File: config.mk
export PLATFORM = sky130hd
export DESIGN_NAME = midi_file_track_parser
export DESIGN_NICKNAME = d
export VERILOG_FILES = /design/src/rtl/mfp_pkg.sv /design/src/rtl/mfp_core.sv /design/src/rtl/mfp_out_queue.sv /design/src/rtl/midi_file_track_parser.sv
export VERILOG_INCLUDE_DIRS = /design/src /design/src/rtl
export SDC_FILE = /design/constraint.sdc
export NUM_CORES = 2
export LEC_CHECK = 0
export ABC_AREA = 0
export ABC_CLOCK_PERIOD_IN_PS = 7350
export BUFFER_PORTS_ARGS = -buffer_cell sky130_fd_sc_hd__buf_2
export CAP_MARGIN = 20
export CORE_UTILIZATION = 56
export CTS_CLUSTER_DIAMETER = 80
export DETAILED_ROUTE_END_ITERATION = 10
export GPL_TIMING_DRIVEN = 0
export HOLD_SLACK_MARGIN = 0.15
export PLACE_DENSITY = 0.78
export SLEW_MARGIN = 20
export SYNTH_ARGS = -nofsm -noshare
export SYNTH_HDL_FRONTEND = slang
export SYNTH_SLANG_ARGS = --single-unit
File: constraint.sdc
create_clock -name clk -period 7.35 [get_ports clk]
set_input_delay 0.735 -clock clk [delete_from_list [all_inputs] [get_ports clk]]
set_output_delay 0.735 -clock clk [all_outputs]
set_load 0.01 [all_outputs]
File: src/rtl/midi_file_track_parser_defines.svh
// Assertion macros for the MIDI file track parser.
`ifndef MIDI_FILE_TRACK_PARSER_DEFINES_SVH
`define MIDI_FILE_TRACK_PARSER_DEFINES_SVH
`ifndef SYNTH
`define MFP_ASSERT(label, clk, rst_n, prop, msg) \
	label: assert property (@(posedge clk) disable iff (!rst_n) prop) else $error(msg);
`define MFP_NEVER(label, clk, rst_n, cond, msg) \
	label: assert property (@(posedge clk) disable iff (!rst_n) !(cond)) else $error(msg);
`else
`define MFP_ASSERT(label, clk, rst_n, prop, msg)
`define MFP_NEVER(label, clk, rst_n, cond, msg)
`endif
`endif

File: src/rtl/mfp_pkg.sv
// Shared types and constants for the MIDI file track parser.
package mfp_pkg;
	localparam logic [31:0] FILE_MAGIC  = 32'h4D546864;
	localparam logic [31:0] TRACK_MAGIC = 32'h4D54726B;
	localparam logic [7:0]  META_EOT    = 8'd47;

	typedef enum logic [3:0] {
		PH_HEADER, PH_TRACKHDR, PH_DELTA, PH_STATUS, PH_DATA1,
		PH_DATA2, PH_LEN, PH_PAYLOAD, PH_DONE, PH_ERROR
	} phase_t;

	typedef enum logic [2:0] {
		K_HEADER = 3'd0, K_SHORT = 3'd1, K_LONG = 3'd2,
		K_PAYLOAD = 3'd3, K_DONE = 3'd4, K_ERROR = 3'd5
	} kind_t;

	typedef enum logic [2:0] {
		E_FILE_MAGIC = 3'd0, E_FORMAT = 3'd1, E_HDR_LEN = 3'd2,
		E_TRACK_MAGIC = 3'd3, E_NO_STATUS = 3'd4, E_UNKNOWN = 3'd5
	} cause_t;

	typedef struct packed {
		kind_t       kind;
		logic [31:0] tick;
		logic [15:0] track;
		logic [7:0]  status;
		logic [14:0] value1;
		logic [7:0]  value2;
		logic [31:0] length;
		logic [7:0]  payload_byte;
		cause_t      error_cause;
		logic [15:0] track_count;
		logic [15:0] ticks_per_quarter;
	} result_t;

	// results of one byte: up to two
	typedef struct packed {
		logic    n2;
		logic    n1;
		result_t r0;
		result_t r1;
	} step_out_t;
endpackage

File: src/rtl/mfp_core.sv
// Parser state and per-byte decode; one byte per cycle while step is high, up to two results.
module mfp_core import mfp_pkg::*; (
	input  logic      clk,
	input  logic      arst_n,
	input  logic      step,
	input  logic [7:0] data_byte,
	input  logic      start_of_file,
	output step_out_t res
);
	phase_t      phase_q, ph, ph_n;
	logic [3:0]  hpos_q, hpos, hpos_n;
	logic [31:0] asm_q, asm_c, asm_n;
	logic [15:0] ntr_q, ntr, ntr_n;
	logic [15:0] ctr_q, ctr, ctr_n;
	logic [31:0] clen_q, clen, clen_n;
	logic [31:0] cons_q, cons, cons_n;
	logic [31:0] tick_q, tick, tick_n;
	logic [31:0] vacc_q, vacc, vacc_n, vnew;
	logic [7:0]  rs_q, rs, rs_n;
	logic [7:0]  hd_q, hd, hd_n;
	logic [7:0]  mt_q, mt, mt_n;
	logic [31:0] prem_q, prem, prem_n;
	logic [31:0] prem_dec;

	always_ff @(posedge clk or negedge arst_n) begin
		if (!arst_n) begin
			phase_q <= PH_HEADER;
			hpos_q <= '0; asm_q <= '0; ntr_q <= '0; ctr_q <= '0;
			clen_q <= '0; cons_q <= '0; tick_q <= '0; vacc_q <= '0;
			rs_q <= '0; hd_q <= '0; mt_q <= '0; prem_q <= '0;
		end else if (step) begin
			phase_q <= ph_n;
			hpos_q <= hpos_n; asm_q <= asm_n; ntr_q <= ntr_n; ctr_q <= ctr_n;
			clen_q <= clen_n; cons_q <= cons_n; tick_q <= tick_n; vacc_q <= vacc_n;
			rs_q <= rs_n; hd_q <= hd_n; mt_q <= mt_n; prem_q <= prem_n;
		end
	end

	function automatic result_t mk(kind_t k, logic [31:0] t, logic [15:0] tr,
			logic [15:0] tc);
		result_t r;
		r = '0;
		r.kind = k; r.tick = t; r.track = tr; r.track_count = tc;
		return r;
	endfunction

	always_comb begin
		logic ends_evt;
		logic end_trk;
		logic [3:0] pos;
		logic [15:0] ctr_inc;
		result_t r;
		// start_of_file acts as a reset before the byte
		if (start_of_file) begin
			ph = PH_HEADER; hpos = '0; asm_c = '0; ntr = '0; ctr = '0;
			clen = '0; cons = '0; tick = '0; vacc = '0; rs = '0; hd = '0;
			mt = '0; prem = '0;
		end else begin
			ph = phase_q; hpos = hpos_q; asm_c = asm_q; ntr = ntr_q; ctr = ctr_q;
			clen = clen_q; cons = cons_q; tick = tick_q; vacc = vacc_q; rs = rs_q;
			hd = hd_q; mt = mt_q; prem = prem_q;
		end
		ph_n = ph; hpos_n = hpos; asm_n = asm_c; ntr_n = ntr; ctr_n = ctr;
		clen_n = clen; cons_n = cons; tick_n = tick; vacc_n = vacc; rs_n = rs;
		hd_n = hd; mt_n = mt; prem_n = prem;
		res = '0;
		ends_evt = 1'b0;
		end_trk = 1'b0;
		pos = hpos;
		vnew = {vacc[24:0], data_byte[6:0]};
		prem_dec = prem - 32'd1;
		ctr_inc = ctr + 16'd1;
		r = '0;

		if ((ph == PH_DELTA || ph == PH_STATUS || ph == PH_DATA1 || ph == PH_DATA2
				|| ph == PH_LEN || ph == PH_PAYLOAD) && cons != '1)
			cons_n = cons + 32'd1;

		unique case (ph)
			PH_HEADER, PH_TRACKHDR: begin
				asm_n = {asm_c[23:0], data_byte};
				hpos_n = pos + 4'd1;
				if (ph == PH_HEADER) begin
					if (pos == 4'd3 && asm_n != FILE_MAGIC) begin
						res.n1 = 1'b1;
						res.r0 = mk(K_ERROR, tick, ctr, ntr);
						res.r0.error_cause = E_FILE_MAGIC; ph_n = PH_ERROR;
					end else if (pos == 4'd7 && asm_n != 32'd6) begin
						res.n1 = 1'b1;
						res.r0 = mk(K_ERROR, tick, ctr, ntr);
						res.r0.error_cause = E_HDR_LEN; ph_n = PH_ERROR;
					end else if (pos == 4'd9 && asm_n[15:0] >= 16'd2) begin
						res.n1 = 1'b1;
						res.r0 = mk(K_ERROR, tick, ctr, ntr);
						res.r0.error_cause = E_FORMAT; ph_n = PH_ERROR;
					end else if (pos == 4'd11) begin
						ntr_n = asm_n[15:0];
					end else if (pos == 4'd13) begin
						ctr_n = '0;
						res.n1 = 1'b1;
						res.r0 = mk(K_HEADER, tick, 16'd0, ntr);
						res.r0.ticks_per_quarter = asm_n[15:0];
						if (ntr == '0) begin
							res.n2 = 1'b1;
							res.r1 = mk(K_DONE, tick, 16'd0, ntr);
							ph_n = PH_DONE;
						end else begin
							ph_n = PH_TRACKHDR; hpos_n = '0;
						end
					end
				end else begin
					if (pos == 4'd3 && asm_n != TRACK_MAGIC) begin
						res.n1 = 1'b1;
						res.r0 = mk(K_ERROR, tick, ctr, ntr);
						res.r0.error_cause = E_TRACK_MAGIC; ph_n = PH_ERROR;
					end else if (pos == 4'd7) begin
						clen_n = asm_n; cons_n = '0; tick_n = '0; rs_n = '0; vacc_n = '0;
						if (asm_n == '0) end_trk = 1'b1;
						else ph_n = PH_DELTA;
					end
				end
			end
			PH_DELTA: begin
				vacc_n = vnew;
				if (!data_byte[7]) begin
					tick_n = tick + vnew; vacc_n = '0; ph_n = PH_STATUS;
				end
			end
			PH_STATUS, PH_DATA1: begin
				if (ph == PH_STATUS && data_byte[7]) begin
					if (data_byte < 8'hF0 || data_byte == 8'hFF) begin
						rs_n = data_byte; ph_n = PH_DATA1;
					end else if (data_byte == 8'hF0 || data_byte == 8'hF7) begin
						rs_n = data_byte; mt_n = '0; ph_n = PH_LEN;
					end else begin
						res.n1 = 1'b1;
						res.r0 = mk(K_ERROR, tick, ctr, ntr);
						res.r0.error_cause = E_UNKNOWN; ph_n = PH_ERROR;
					end
				end else if (ph == PH_STATUS && rs == '0) begin
					res.n1 = 1'b1;
					res.r0 = mk(K_ERROR, tick, ctr, ntr);
					res.r0.error_cause = E_NO_STATUS; ph_n = PH_ERROR;
				end else if (ph == PH_DATA1 && rs == 8'hFF) begin
					mt_n = data_byte; ph_n = PH_LEN;
				end else if (rs >= 8'hC0 && rs < 8'hE0) begin
					res.n1 = 1'b1;
					res.r0 = mk(K_SHORT, tick, ctr, ntr);
					res.r0.status = rs; res.r0.value1 = {7'd0, data_byte};
					ends_evt = 1'b1;
				end else begin
					hd_n = data_byte; ph_n = PH_DATA2;
				end
			end
			PH_DATA2: begin
				res.n1 = 1'b1;
				res.r0 = mk(K_SHORT, tick, ctr, ntr);
				res.r0.status = rs;
				if (rs >= 8'hE0 && rs < 8'hF0) res.r0.value1 = {data_byte, hd[6:0]};
				else begin
					res.r0.value1 = {7'd0, hd}; res.r0.value2 = data_byte;
				end
				ends_evt = 1'b1;
			end
			PH_LEN: begin
				vacc_n = vnew;
				if (!data_byte[7]) begin
					prem_n = vnew; vacc_n = '0;
					if (!(rs == 8'hFF && mt == META_EOT)) begin
						res.n1 = 1'b1;
						res.r0 = mk(K_LONG, tick, ctr, ntr);
						res.r0.status = rs; res.r0.value2 = mt; res.r0.length = vnew;
					end
					if (vnew == '0) ends_evt = 1'b1;
					else ph_n = PH_PAYLOAD;
				end
			end
			PH_PAYLOAD: begin
				if (!(rs == 8'hFF && mt == META_EOT)) begin
					res.n1 = 1'b1;
					res.r0 = mk(K_PAYLOAD, tick, ctr, ntr);
					res.r0.status = rs; res.r0.value2 = mt; res.r0.payload_byte = data_byte;
				end
				prem_n = prem_dec;
				if (prem_dec == '0) ends_evt = 1'b1;
			end
			PH_DONE, PH_ERROR: ;
			default: ;
		endcase

		if (ends_evt) begin
			if (rs >= 8'hF0 && (ph == PH_LEN || ph == PH_PAYLOAD)) rs_n = '0;
			if (cons_n >= clen) end_trk = 1'b1;
			else ph_n = PH_DELTA;
		end
		if (end_trk) begin
			ctr_n = ctr_inc;
			if (ctr_inc >= ntr) begin
				r = mk(K_DONE, tick_n, ctr_inc, ntr);
				if (res.n1) begin
					res.n2 = 1'b1; res.r1 = r;
				end else begin
					res.n1 = 1'b1; res.r0 = r;
				end
				ph_n = PH_DONE;
			end else begin
				ph_n = PH_TRACKHDR; hpos_n = '0;
			end
		end
	end
endmodule

File: src/rtl/mfp_out_queue.sv
// Result queue: holds up to four results, drains one per cycle while ready is high.
module mfp_out_queue import mfp_pkg::*; (
	input  logic      clk,
	input  logic      arst_n,
	input  logic      push,
	input  step_out_t res,
	output logic      room,
	output logic      valid,
	input  logic      ready,
	output result_t   head,
	output logic      head_last
);
	result_t    mem_q [4];
	logic [3:0] last_q;
	logic [1:0] rd_q, wr_q;
	logic [2:0] cnt_q;
	logic [1:0] nin;
	logic       pop;

	assign nin   = push ? ({1'b0, res.n1} + {1'b0, res.n2}) : 2'd0;
	assign pop   = valid && ready;
	assign valid = cnt_q != 3'd0;
	assign room  = cnt_q <= 3'd2 || (cnt_q == 3'd3 && pop);
	assign head  = mem_q[rd_q];
	assign head_last = last_q[rd_q];

	always_ff @(posedge clk) begin
		if (nin != 2'd0) mem_q[wr_q] <= res.r0;
		if (nin == 2'd2) mem_q[wr_q + 2'd1] <= res.r1;
	end

	always_ff @(posedge clk or negedge arst_n) begin
		if (!arst_n) begin
			rd_q <= '0; wr_q <= '0; cnt_q <= '0; last_q <= '0;
		end else begin
			if (nin == 2'd1) last_q[wr_q] <= 1'b1;
			if (nin == 2'd2) begin
				last_q[wr_q] <= 1'b0; last_q[wr_q + 2'd1] <= 1'b1;
			end
			wr_q <= wr_q + nin;
			rd_q <= rd_q + {1'b0, pop};
			cnt_q <= cnt_q + {1'b0, nin} - {2'b0, pop};
		end
	end
endmodule

File: src/rtl/midi_file_track_parser.sv
// Top level of the MIDI file track parser.
// Feed the file a byte per item on data_byte with start_of_file high on the
// first byte of each file. Results leave on the output channel: header ok,
// channel events, sysex/meta starts, payload bytes, done, or an error.
// last marks the final result that one input byte caused.
// Each input byte is decoded in the cycle it is accepted, and its results are
// registered in the result queue.
// Throughput is one byte per cycle while the output side takes results; a
// byte can cause two results, which the four-entry queue absorbs, and
// in_ready drops only when the queue cannot take two more.
// After an error the parser ignores bytes until the next start_of_file;
// after done, further bytes give no results.
// Reset clears the parser to wait for a file header and empties the queue.
// A stalled receiver holds the head result steady until it is taken.
`include "midi_file_track_parser_defines.svh"
module midi_file_track_parser import mfp_pkg::*; (
	input  logic        clk,
	input  logic        arst_n,
	input  logic        in_valid,
	output logic        in_ready,
	input  logic [7:0]  data_byte,
	input  logic        start_of_file,
	output logic        out_valid,
	input  logic        out_ready,
	output logic [2:0]  kind,
	output logic        last,
	output logic [31:0] tick,
	output logic [15:0] track,
	output logic [7:0]  status,
	output logic [14:0] value1,
	output logic [7:0]  value2,
	output logic [31:0] length,
	output logic [7:0]  payload_byte,
	output logic [2:0]  error_cause,
	output logic [15:0] track_count,
	output logic [15:0] ticks_per_quarter
);
	step_out_t res;
	result_t   head;
	logic      step;

	assign step = in_valid && in_ready;

	mfp_core u_core (
		.clk, .arst_n, .step, .data_byte, .start_of_file, .res
	);

	mfp_out_queue u_queue (
		.clk, .arst_n, .push(step), .res, .room(in_ready),
		.valid(out_valid), .ready(out_ready), .head, .head_last(last)
	);

	assign kind = head.kind;
	assign tick = head.tick;
	assign track = head.track;
	assign status = head.status;
	assign value1 = head.value1;
	assign value2 = head.value2;
	assign length = head.length;
	assign payload_byte = head.payload_byte;
	assign error_cause = head.error_cause;
	assign track_count = head.track_count;
	assign ticks_per_quarter = head.ticks_per_quarter;

	`MFP_NEVER(a_two_needs_one, clk, arst_n, step && res.n2 && !res.n1, "second result without first")
	`MFP_ASSERT(a_out_hold, clk, arst_n, out_valid && !out_ready |=> out_valid, "result dropped while stalled")
	`MFP_NEVER(a_kind_range, clk, arst_n, out_valid && kind > 3'd5, "bad result kind")
endmodule

# Word-level counts from Yosys, hierarchy flattened

Memory sizes are Yosys's and may differ from the RTL's.
Index checks and enable logic that the tools add are counted.

Add/subtract/negate cells: 11
$mul: 0
Divide/modulo/power cells: 0
Order comparisons: 15
Equality and inequality tests: 24
Shift operators: 0
Mux-type cells: 167
Bitwise gates (word level): 4
Reduce and logical (&&, ||, !) cells: 37

Operators by type and width:

| kind                                                 | count |
|---|---|
| two-way mux 158 bit                                  | 14 |
| two-way mux 316 bit                                  | 4 |
| two-way mux 157 bit                                  | 8 |
| one-hot mux 158 bit (5 select lines)                 | 1 |
| two-way mux 32 bit                                   | 23 |
| two-way mux 16 bit                                   | 16 |
| one-hot mux 32 bit (2 select lines)                  | 3 |
| two-way mux 8 bit                                    | 23 |
| two-way mux 4 bit                                    | 37 |
| logical NOT 32 bit                                   | 3 |
| != test 32 x 31 -> 1 bit (second input constant)     | 2 |
| two-way mux 24 bit                                   | 2 |
| adder 32 x 1 -> 32 bit (second input constant)       | 1 |
| adder 32 bit                                         | 1 |
| equality test 8 bit (second input constant)          | 4 |
| >= comparator 32 bit                                 | 1 |
| != test 32 x 3 -> 1 bit (second input constant)      | 1 |
| != test 32 bit (second input constant)               | 1 |
| subtractor 32 x 1 -> 32 bit (second input constant)  | 1 |
| two-way mux 1 bit                                    | 28 |
| >= comparator 8 bit (second input constant)          | 3 |
| less-than comparator 8 bit (second input constant)   | 3 |
| equality test 4 x 3 -> 1 bit (second input constant) | 5 |
| logical AND 1 bit                                    | 17 |
| 37 further kinds                                     | 56 |

Register bits: 259
Latch bits: 0
Memory bits (writable): 628
Bits in read-only memories: 0
Bits of input ports: 13
Output and inout bits: 160
Logic and storage cells: 276
Memories kept: 1

Memory list:

| memory        | words | bits a word | read ports | clocked after memory_dff | write ports | RTL line            | source |
|---|---|---|---|---|---|---|---|
| u_queue.mem_q | 4     | 157         | 1          | 0                        | 2           | mfp_out_queue.sv:13 | `result_t mem_q [4];` |

# Logic depth before layout (Yosys ltp)

Depth after elaboration: 24
Gate-level depth with buffers: 40
Depth with buffers taken out: 30

# By module

From an unflattened synthesis, not the netlist that was laid out.

Cells, all modules: 3978
Area total of the unflattened synthesis: 50820.0 µm²

Modules (own cells, without submodules):

| module                 | instances | cells each | area each (µm²) | sequential area each (µm²) |
|---|---|---|---|---|
| mfp_out_queue          | 1         | 1598       | 31823.0         | 19133.4 |
| mfp_core               | 1         | 2379       | 18990.7         | 6030.8 |
| midi_file_track_parser | 1         | 1          | 6.3             | 0.0 |

# Least setup slack after synthesis

OpenSTA, ideal clock, no wires.

Path kind: input to register
From: input start_of_file
To: memory u_queue.mem_q[1][106] in the netlist's numbering, enable pin
Library setup time: 0.419 ns
Arrival time: 8.466 ns
Required time: 6.931 ns
Slack: -1.535 ns
Stages: 34
Path buffers: 11
Path through: buf_2 buf_6 buf_6 buf_2 clkbuf_1 clkbuf_1 clkbuf_1 nor2b_1 ha_1 clkbuf_1 nand2_1 nor2_1 and4_1 nor2b_1 xor2_1 inv_1 ha_1 a21o_1 a21o_1 a21o_1 a21o_1 a21o_1 a221oi_1 buf_2 o31ai_1 ha_1 and3_1 inv_1 ha_1 nor3b_1 nor2_1 clkbuf_1 clkbuf_1 inv_1

RTL lines:

| what            | RTL line                     | source |
|---|---|---|
| start, declared | midi_file_track_parser.sv:22 | `input logic start_of_file,` |
| end, declared   | mfp_out_queue.sv:13          |  |

==> results.json <==
{
  "status": "completed",
  "clockBufferDepth": 3,
  "crit_path_start_kind": "primary input",
  "finalWirelength_um": 151000,
  "fmax_ghz": 0.137,
  "syn2layout_area_growth_pct": 15.4,
  "grt_pass1_vias": 35700,
  "postSynthAreaPerCell_sq_um": 10.7,
  "drcViolationCount": 0,
  "yosys.area.top_type_share_pct": 18.2,
  "wire_per_inst_um": 28.0,
  "yosysSeqAreaShare_pct": 50.1,
  "crit_required_ps": 7760,
  "global_route.usage.total_pct": 38.1,
  "path_common_cell": "a21o_1",
  "worstMarginPinSlew_ps": 1270,
  "rows": 101,
  "synth.distinct_cells": 93,
  "slew_violations": 0,
  "hp-class": "in -> async",
  "cp.arrival_ps": 7690,
  "worst-path-max-fanout": 14,
  "ys_ff_latch": 880,
  "synthCells": 4005,
  "yosysTopAreaCell": "edfxtp_1",
  "dp_hpwl_um": 104000,
  "die_w_um": 279,
  "endpoint_kind": "flip-flop",
  "utilization_pct": 65.3,
  "routed-via-count": 37200,
  "finalSetupViolCount": 0,
  "gp_congestion": 1.00,
  "slowest_delay_ps": 840,
  "seq_area_sq_um": 21500,
  "port_buffers": 172,
  "period_needed_ps": 7280,
  "grt_max_degree": 96,
  "syn_nets": 4114,
  "fill_cells": 5696,
  "synthArstFlopShare_pct": 28.6,
  "hold_viol": 0,
  "grt_pass1_wl_um": 223000,
  "drive_gt1_share_pct": 17.0,
  "cts.sink_count": 880,
  "multi_input_area_sq_um": 20100,
  "met1_usage_pct": 50.8,
  "top_usage_layer": "met2",
  "drv_cap": 0,
  "cts_buffers": 90,
  "dp.cells": 5166,
  "fin_area_sq_um": 49500,
  "final_cell_mix": "nand2_1 (448), a22o_1 (386), dfxtp_1 (368)",
  "insertion_delay_ps": 670,
  "syn_area_sq_um": 42900,
  "leakagePower_nw": 19.4,
  "finalNetCount": 4434,
  "fin_crit_sh_pct": 99.1,
  "grt_util_met3_pct": 8.70,
  "placed_cell_area_sq_um": 45600,
  "clk_pin_slew_worst_paths_ps": 70,
  "synth_ff_type": "dfxtp_1",
  "skew_ps": 33.2,
  "layout_commonest_cell": "nand2_1",
  "drt-vias-per-instance": 6.91,
  "grt_util_met2_pct": 57.2,
  "yosysWarnings": 0,
  "drtIter0Drc": 5489,
  "globalRouteOverflowTotal": 0,
  "die_y_um": 279,
  "power_mw": 15.5,
  "ys_top_cells_by_area": "edfxtp_1 (18%), dfxtp_1 (17%), dfrtp_1 (15%), mux4_2 (8.3%), a22o_1 (7.9%)",
  "antenna_found_initial": 3,
  "dr.pass1.iters": 7,
  "powerDensity_nw_per_um2": 313,
  "start_util_pct": 56.6,
  "slew_headroom_pct": 15.5,
  "synth-edff-count": 260,
  "core_sq_um": 75800,
  "cts_tree": "yes",
  "rrSetupSlack_ps": 470,
  "path_class": "in -> reg",
  "io_pins": 173,
  "ir_drop_v": 0.000211,
  "dieArea_sq_um": 77700,
  "ant_nets": 0,
  "fin_cells": 5379,
  "cts_root_buf": "clkbuf_16",
  "ctsHtreeMaxLevel": 3,
  "slowest_stage": "clkbuf_1"
}
[logic make-up after synthesis]
kind of cell / share of synthesized area, %
AOI/OAI and AO/OA: 20.6
and+or+nand+nor: 12.1
DFF: 50.1
buffers and inverters: 3.98
muxes: 8.71
adders and majority gates: 2.83
xor gates and xnor gates: 1.65
[critical path: cells and delay by family]
kind | cells | cell delay (ps)
buffers and inverters | 16 | 3430
adder cells (fa/ha/maj) | 3 | 880
AND/OR/NAND/NOR | 5 | 1030
AO/OA/AOI/OAI | 8 | 1550
[path summary, 6_finish.rpt]
check | startpoint | end | cells after the start
max in group asynchronous | arst_n | u_core.tick_q[27]$_DFFE_PN0P_ | 4
min in group clk | u_queue.mem_q[3][8]$_SDFFE_PP0N_ | u_queue.mem_q[3][8]$_SDFFE_PP0N_ | 2
worst min-delay path | arst_n | u_core.prem_q[14]$_DFFE_PN0P_ | 2
worst max-delay path | start_of_file | u_queue.mem_q[2][127]$_DFFE_PP_ | 32
worst max register to register | u_core.ctr_q[3]$_DFFE_PN0P_ | u_queue.mem_q[3][135]$_DFFE_PP_ | 28
worst min register to register | u_queue.mem_q[3][8]$_SDFFE_PP0N_ | u_queue.mem_q[3][8]$_SDFFE_PP0N_ | 2
[layer usage]
metal	share of wire (%)	wire [um]	vias up
met5	0.013	19	-
met4	6.5	9810	4
met3	12	18200	573
met2	44	66400	2776
met1	37	56400	18000
li1	-	-	15800
[layout make-up]
cell class	count	area share, %
antenna	1	0.00505
buffer	331	3.51
clock buffer	124	5.18
clock inverter	43	0.862
inverter	77	0.627
multi-input combinational	2709	40.6
sequential	880	43.4
tap	978	2.47
timing repair buffer	235	3.32
timing repair inverter	1	0.0152
[cells in the mapped netlist (all sizes together), types with 16 or more instances]
library cell    n
a32o           22
a21oi         115
inv            76
nand2         455
ha             94
and3           21
edfxtp        260
xnor2          49
a21o           45
dfxtp         368
a31oi          18
o31ai          27
nand2b         16
a22oi          54
or3            18
nor2          277
buf            85
nor3           72
a22o          386
dfrtp         252
nor2b          61
nor4           39
nand4          41
mux4          158
o22ai         118
nand3          48
xor2           32
o21ai         335
clkbuf        254
[state kept, by name, summed over array words and instances, names as in the netlist, 24 cells and up, named ones only]
| register | flops |
|---|---|
| u_core.tick_q | 32 |
| u_core.asm_q | 24 |
| u_core.cons_q | 32 |
| u_core.clen_q | 32 |
| u_core.prem_q | 32 |
| u_core.vacc_q | 25 |
| u_queue.mem_q | 628 |
[report_power, final]
part	switching [mW]	internal [mW]	total, mW
clock network	2.04	2.64	4.68
registers	0.424	5.47	5.89
logic	3.15	1.80	4.95
total	5.61	9.91	15.5
[stage by stage]
stage / hold slack [ps] / setup slack [ps] / setup TNS, ps
5_1_grt: 475 / -51.6 / -1540
6_report: 452 / 67.5 / 0
3_3_place_gp: 428 / -4390 / -2861560
2_1_floorplan: 420 / 28.3 / 0
4_1_cts: 445 / 4.65 / 0
3_5_place_dp: 437 / -3480 / -2505250
[repair_timing]
action	4_1_cts	5_1_grt
resized for setup	83	42
pin swaps	9	14
gates cloned	4	3
setup endpoints to repair	925	843
hold buffers	1	0
buffers inserted	25	21
endpoints found under the hold margin	9	0
Note: power is estimated with default switching activity, not from simulation.
